### config.mk
export PLATFORM = sky130hd
export DESIGN_NAME = ambient_light_lux_convert
export DESIGN_NICKNAME = d
export VERILOG_FILES = /design/src/alc_pkg.sv /design/src/ambient_light_lux_convert.sv
export SDC_FILE = /design/constraint.sdc
export NUM_CORES = 2
export LEC_CHECK = 0
export BUFFER_PORTS_ARGS = -buffer_cell sky130_fd_sc_hd__buf_2
export CORE_MARGIN = 5
export CORE_UTILIZATION = 55
export DETAILED_ROUTE_END_ITERATION = 16
export HOLD_SLACK_MARGIN = 0.03
export PLACE_DENSITY = 0.71
export SLEW_MARGIN = 20
export SYNTH_ARGS = -nofsm -noshare
export SYNTH_HDL_FRONTEND = slang
export SYNTH_SLANG_ARGS = --single-unit
### constraint.sdc
create_clock -name clk_i -period 23.6 [get_ports clk_i]
set_clock_uncertainty 0.2 [all_clocks]
set_input_delay 2.36 -clock clk_i [delete_from_list [all_inputs] [get_ports clk_i]]
set_output_delay 2.36 -clock clk_i [all_outputs]
set_load 0.02 [all_outputs]
### src/alc_pkg.sv
// ----------------------------------------------------------------------------
// Ambient light lux conversion package
// Result status codes, register indexes and the divisor tables of the
// conversion pipeline; its checker imports the status codes.
// ----------------------------------------------------------------------------
package alc_pkg;

  typedef enum logic [1:0] {
    ST_BUS_ERR  = 2'd0,
    ST_NO_DATA  = 2'd1,
    ST_NEW_LUX  = 2'd2
  } lux_status_e;

  typedef enum logic {
    REG_RESOLUTION = 1'b0,
    REG_GAIN       = 1'b1
  } reg_idx_e;

  localparam int unsigned CodeW     = 3;
  localparam int unsigned CountW    = 20;
  localparam int unsigned NumW      = 26;
  localparam int unsigned DenW      = 13;
  localparam int unsigned RecipW    = 32;
  localparam int unsigned QuotW     = 22;
  localparam int unsigned RemW      = 14;
  localparam int unsigned LuxW      = 16;
  localparam logic [CodeW-1:0] NumCodes     = 3'd5;
  localparam logic [CodeW-1:0] ResResetCode = 3'd0;
  localparam logic [CodeW-1:0] GainResetCode = 3'd4;
  localparam int unsigned ReadyBit  = 3;

  typedef logic [DenW-1:0]   den_t;
  typedef logic [RecipW-1:0] recip_t;

  // Divisor is gain factor times conversion time in ms.
  function automatic den_t lux_den(input logic [CodeW-1:0] res,
                                   input logic [CodeW-1:0] gain);
    logic [DenW-1:0] ms;
    logic [DenW-1:0] d;
    case (res)
      3'd0:    ms = 13'd400;
      3'd1:    ms = 13'd200;
      3'd2:    ms = 13'd100;
      3'd3:    ms = 13'd50;
      default: ms = 13'd25;
    endcase
    case (gain)
      3'd0:    d = ms;
      3'd1:    d = 13'(ms * 3);
      3'd2:    d = 13'(ms * 6);
      3'd3:    d = 13'(ms * 9);
      default: d = 13'(ms * 18);
    endcase
    return d;
  endfunction

  // Floor of two to the 32nd divided by the divisor.
  function automatic recip_t lux_recip(input den_t d);
    recip_t r;
    case (d)
      13'd25:   r = 32'd171798691;
      13'd50:   r = 32'd85899345;
      13'd75:   r = 32'd57266230;
      13'd100:  r = 32'd42949672;
      13'd150:  r = 32'd28633115;
      13'd200:  r = 32'd21474836;
      13'd225:  r = 32'd19088743;
      13'd300:  r = 32'd14316557;
      13'd400:  r = 32'd10737418;
      13'd450:  r = 32'd9544371;
      13'd600:  r = 32'd7158278;
      13'd900:  r = 32'd4772185;
      13'd1200: r = 32'd3579139;
      13'd1800: r = 32'd2386092;
      13'd2400: r = 32'd1789569;
      13'd3600: r = 32'd1193046;
      13'd7200: r = 32'd596523;
      default:  r = 32'd0;
    endcase
    return r;
  endfunction

endpackage

### src/ambient_light_lux_convert.sv
// ----------------------------------------------------------------------------
// Ambient light lux conversion
// Turns one sensor reading into a status code and an illuminance in lux,
// lux = count * 60 / (gain * conversion_ms), truncated and saturated.
// ----------------------------------------------------------------------------
//   Channel   Direction  Handshake                 Payload
//   in        sink       in_valid_i / in_stall_o   read_failed_i, status_byte_i, data_*_i
//   out       source     out_valid_o / out_stall_i result_status_o, lux_o
//   cfg       sink       cfg_we_i                  cfg_idx_i, cfg_wdata_i
//
// A reading passes from the input stage through the reciprocal multiply, the
// remainder multiply and the correction stage to the result, and one reading
// can be taken every cycle while the output is not stalled. Reset clears all
// stage valid bits and loads the register defaults. A stall holds a full stage
// only when every stage after it is full too; empty stages still fill.
// ----------------------------------------------------------------------------
module ambient_light_lux_convert (
  input  logic                        clk_i,
  input  logic                        rst_ni,
  input  logic                        cfg_we_i,
  input  logic                        cfg_idx_i,
  input  logic [alc_pkg::CodeW-1:0]   cfg_wdata_i,
  input  logic                        in_valid_i,
  output logic                        in_stall_o,
  input  logic                        read_failed_i,
  input  logic [7:0]                  status_byte_i,
  input  logic [7:0]                  data_low_i,
  input  logic [7:0]                  data_mid_i,
  input  logic [7:0]                  data_high_i,
  output logic                        out_valid_o,
  input  logic                        out_stall_i,
  output logic [1:0]                  result_status_o,
  output logic [alc_pkg::LuxW-1:0]    lux_o
);
  import alc_pkg::*;

  logic [CodeW-1:0] res_q;
  logic [CodeW-1:0] gain_q;
  den_t             den;
  recip_t           recip;

  logic v1_q, v2_q, v3_q, v4_q;
  logic en1, en2, en3, en4;

  lux_status_e     st1_q, st2_q, st3_q, st4_q;
  lux_status_e     st1_d;
  logic [NumW-1:0] num1_q, num2_q;
  logic [NumW-1:0] num1_d;
  logic [CountW-1:0] count;
  logic [QuotW-1:0] quot2_q, quot3_q;
  logic [RemW-1:0] rem3_q;
  logic [LuxW-1:0] lux4_q, lux4_d;
  logic [57:0]     prod;
  logic [34:0]     qd;
  logic [NumW-1:0] diff;
  logic [QuotW:0]  quot_fix;

  always_ff @(posedge clk_i or negedge rst_ni) begin
    if (!rst_ni) begin
      res_q  <= ResResetCode;
      gain_q <= GainResetCode;
    end else if (cfg_we_i && cfg_wdata_i < NumCodes) begin
      if (cfg_idx_i == REG_RESOLUTION) begin
        res_q <= cfg_wdata_i;
      end else begin
        gain_q <= cfg_wdata_i;
      end
    end
  end

  assign den   = lux_den(res_q, gain_q);
  assign recip = lux_recip(den);

  assign en4 = !v4_q || !out_stall_i;
  assign en3 = !v3_q || en4;
  assign en2 = !v2_q || en3;
  assign en1 = !v1_q || en2;
  assign in_stall_o = !en1;

  always_ff @(posedge clk_i or negedge rst_ni) begin
    if (!rst_ni) begin
      v1_q <= 1'b0;
      v2_q <= 1'b0;
      v3_q <= 1'b0;
      v4_q <= 1'b0;
    end else begin
      if (en1) v1_q <= in_valid_i;
      if (en2) v2_q <= v1_q;
      if (en3) v3_q <= v2_q;
      if (en4) v4_q <= v3_q;
    end
  end

  assign count  = {data_high_i[3:0], data_mid_i, data_low_i};
  assign num1_d = {count, 6'b0} - {4'b0, count, 2'b0};

  always_comb begin
    if (read_failed_i) begin
      st1_d = ST_BUS_ERR;
    end else if (!status_byte_i[ReadyBit]) begin
      st1_d = ST_NO_DATA;
    end else begin
      st1_d = ST_NEW_LUX;
    end
  end

  assign prod = 58'(num1_q) * 58'(recip);
  assign qd   = 35'(quot2_q) * 35'(den);
  assign diff = num2_q - qd[NumW-1:0];

  assign quot_fix = {1'b0, quot3_q} + (QuotW+1)'(rem3_q >= {1'b0, den});

  always_comb begin
    if (st3_q != ST_NEW_LUX) begin
      lux4_d = '0;
    end else if (quot_fix > (QuotW+1)'({LuxW{1'b1}})) begin
      lux4_d = {LuxW{1'b1}};
    end else begin
      lux4_d = quot_fix[LuxW-1:0];
    end
  end

  always_ff @(posedge clk_i) begin
    if (en1) begin
      st1_q  <= st1_d;
      num1_q <= num1_d;
    end
    if (en2) begin
      st2_q   <= st1_q;
      num2_q  <= num1_q;
      quot2_q <= prod[RecipW+QuotW-1:RecipW];
    end
    if (en3) begin
      st3_q   <= st2_q;
      quot3_q <= quot2_q;
      rem3_q  <= diff[RemW-1:0];
    end
    if (en4) begin
      st4_q  <= st3_q;
      lux4_q <= lux4_d;
    end
  end

  assign out_valid_o     = v4_q;
  assign result_status_o = st4_q;
  assign lux_o           = lux4_q;

endmodule

==> results_dict.tcl <==
set metrics [dict create \
    status "finished clean" \
    final_cell_mix "728 x inv_1, 636 x fa_1, 467 x nand2_1, 322 x and2_1, 286 x ha_1" \
    firstDrtPassIters 5 \
    yosys.area_share.simple_pct 17.9 \
    dpl.cell_count 4180 \
    gp_congestion 0.920 \
    cts_root_buffer "clkbuf_16" \
    num_rows 88 \
    fmax_ghz 0.0683 \
    crit_type "flop to flop" \
    grt_pass1_vias 24884 \
    endpoint_kind "flop" \
    drc 0 \
    grt_max_degree 38 \
    finalCritPeriodShare_pct 62.1 \
    antenna_cells 0 \
    synth_xor_area_share_pct 2.70 \
    core_mm2 0.0577 \
    drt.antenna.violating_nets 0 \
    cts_tree "yes" \
    muxShareOfSynthArea_pct 0.292 \
    crit_path_frequent_cell "fa_1" \
    drv_slew 0 \
    die_x_um 252 \
    drv_cap 0 \
    setup_viol 0 \
    antenna_found_initial 2 \
    cp.required_ns 23.58 \
    layout_commonest_cell "inv_1" \
    synth_nets 4427 \
    clock_path_buffers 2 \
    critPathArrivalTime_ns 14.63 \
    start_kind "flop" \
    synth_compound_gate_area_share_pct 5.91 \
    stdcell_count 4212 \
    postSynthCellCount 3463 \
    area_growth_pct 5.24 \
    netlist_area_mm2 0.0321 \
    clk_pin_slew_ns 0.06 \
    power_leakage_nw 16.7 \
    tightest_slew_ns 1.10 \
    post_cts_buffers 0 \
    critPathSlowestCell "nand4_1" \
    drtIter0Drc 1560 \
    fin_tns_setup_ns 0 \
    cp_max_fo 19 \
    hold_path.class "flop to flop" \
    synth_area_per_cell_um2 9.27 \
    dp_hpwl_um 60800 \
    grt_overflow 0 \
    ys_types 94 \
    grt_usage_pct 26.6 \
    fin_crit_ns 14.65 \
    relSlewSlack_pct 26.7 \
    num-fill-cells 5065 \
    die-area_mm2 0.0633 \
    cts_max_level 4 \
    clkLatencyLatePin_ns 0.45 \
    final_nets 4398 \
    cts_hold_buf 0 \
    ios 62 \
    synth_top_family_by_area "adder cells" \
    synth_ff_type "edfxtp_1" \
    routedWlPerCell_um 19.2 \
    cpPeakStageDelay_ns 0.91 \
    drt-total-wl_um 81100 \
    ys_warn_count 0 \
    p_per_area_mw_per_mm2 97.6 \
    peakVddDrop_uv 245 \
    seq_area_frac_synth_pct 11.8 \
    hold_violations 0 \
    cts_buffers 17 \
    rsz0062_at_grt "no" \
    via_per_inst 5.56 \
    placed_cell_area_mm2 0.0332 \
    totalPowerFinal_mw 3.30 \
    design_area_mm2 0.0338 \
    start_util_pct 55.6 \
    final_layout_size_suffix_gt1_share_pct 5.80 \
    synthAdderAreaFrac_pct 50.8 \
    grt_pass1_wl_um 135000 \
    die_h_um 252 \
    ys_ff_latch 128 \
    cts.sinks 128 \
    post_cts_resized 0 \
    rrSetupSlack_ns 8.95 \
    vias 23439 \
    async_flop_share_pct 7.81 \
    portBuffers 50 \
    synth_edf_count 118 \
]
[worst paths after layout]
kind,from,end,cells after the start
hold / removal,st2_q[0],st3_q[0],0
min in group asynchronous,rst_ni,v3_q,1
hold reg to reg,st2_q[0],st3_q[0],0
setup reg to reg,res_q[1],quot2_q[15],48
max in group asynchronous,rst_ni,gain_q[2],1
setup / recovery,res_q[1],quot2_q[15],48
[report_power, final]
part	switching (mW)	internal, mW	leakage (nW)	total (mW)
clock	0.103	0.162	0.299	0.266
sequential	0.0710	0.417	1.36	0.488
combinational	1.45	1.09	15.0	2.54
[cells in the mapped netlist, types with 36 or more instances]
library cell | instances | share of area, %
inv_1 | 728 | 8.5
fa_1 | 636 | 40
nand2_1 | 468 | 5.5
and2_1 | 322 | 6.3
ha_1 | 286 | 11
clkbuf_1 | 130 | 1.5
edfxtp_1 | 118 | 11
nor2_1 | 88 | 1.0
a21oi_1 | 77 | 1.2
xnor2_1 | 63 | 1.7
o21ai_0 | 53 | 0.83
a21o_1 | 39 | 0.91
nor2b_1 | 39 | 0.76
xor2_1 | 36 | 0.98
[sequential cells by signal (all words and copies together), names as in the netlist]
register and count:
gain_q 3, lux_o 16, num1_q 24, num2_q 12, out_valid_o 1, quot2_q 22, quot3_q 22, rem3_q 14
res_q 3, result_status_o 2, st1_q 2, st2_q 2, st3_q 2, v1_q 1, v2_q 1, v3_q 1
[per-layer routing]
metal	GRT usage, %	part of all wire (%)	up-vias
met3	4.71	7.8	143
met4	5.57	2.1	0
li1	-	-	10502
met1	37.8	43	11937
met5	0	0	-
met2	43.6	47	857
[final cells by class]
class / instances / area (µm²) / area share, %
Clock inverter: 8 / 61.3 / 0.182
Multi-Input combinational cell: 2440 / 24900 / 73.9
Tap cell: 765 / 957 / 2.83
Clock buffer: 24 / 546 / 1.62
Timing Repair Buffer: 110 / 701 / 2.07
Sequential cell: 128 / 3790 / 11.2
Inverter: 737 / 2770 / 8.20
[cells by family (layout without fill, tap and decap cells)]
group	Yosys count	count (layout)
AOI/OAI and AO/OA	281	281
xor gates and xnor gates	99	99
adders and majority gates	922	922
buffers and inverters	895	879
DFF	128	128
muxes	9	9
and+or+nand+nor	1129	1129
[critical path, delay by kind of cell (launching register included)]
family | cells | cell delay (ns)
flip-flops | 1 | 0.75
XOR/XNOR | 1 | 0.15
adder cells (fa/ha/maj) | 11 | 4.75
buffers and inverters | 9 | 1.26
AO/OA/AOI/OAI | 11 | 2.83
AND/OR/NAND/NOR | 16 | 4.43
[through the flow]
step	worst slack [ns]	utilization, %	hold WS (ns)
6_report	8.95	58.5	0.218
5_1_grt	8.13	58.5	0.232
4_1_cts	9.07	58.5	0.219
3_5_place_dp	9.14	57.5	0.206
3_3_place_gp	9.14	57.5	0.201
2_1_floorplan	11.84	-	0.200
(Power assumes the default switching activity.)
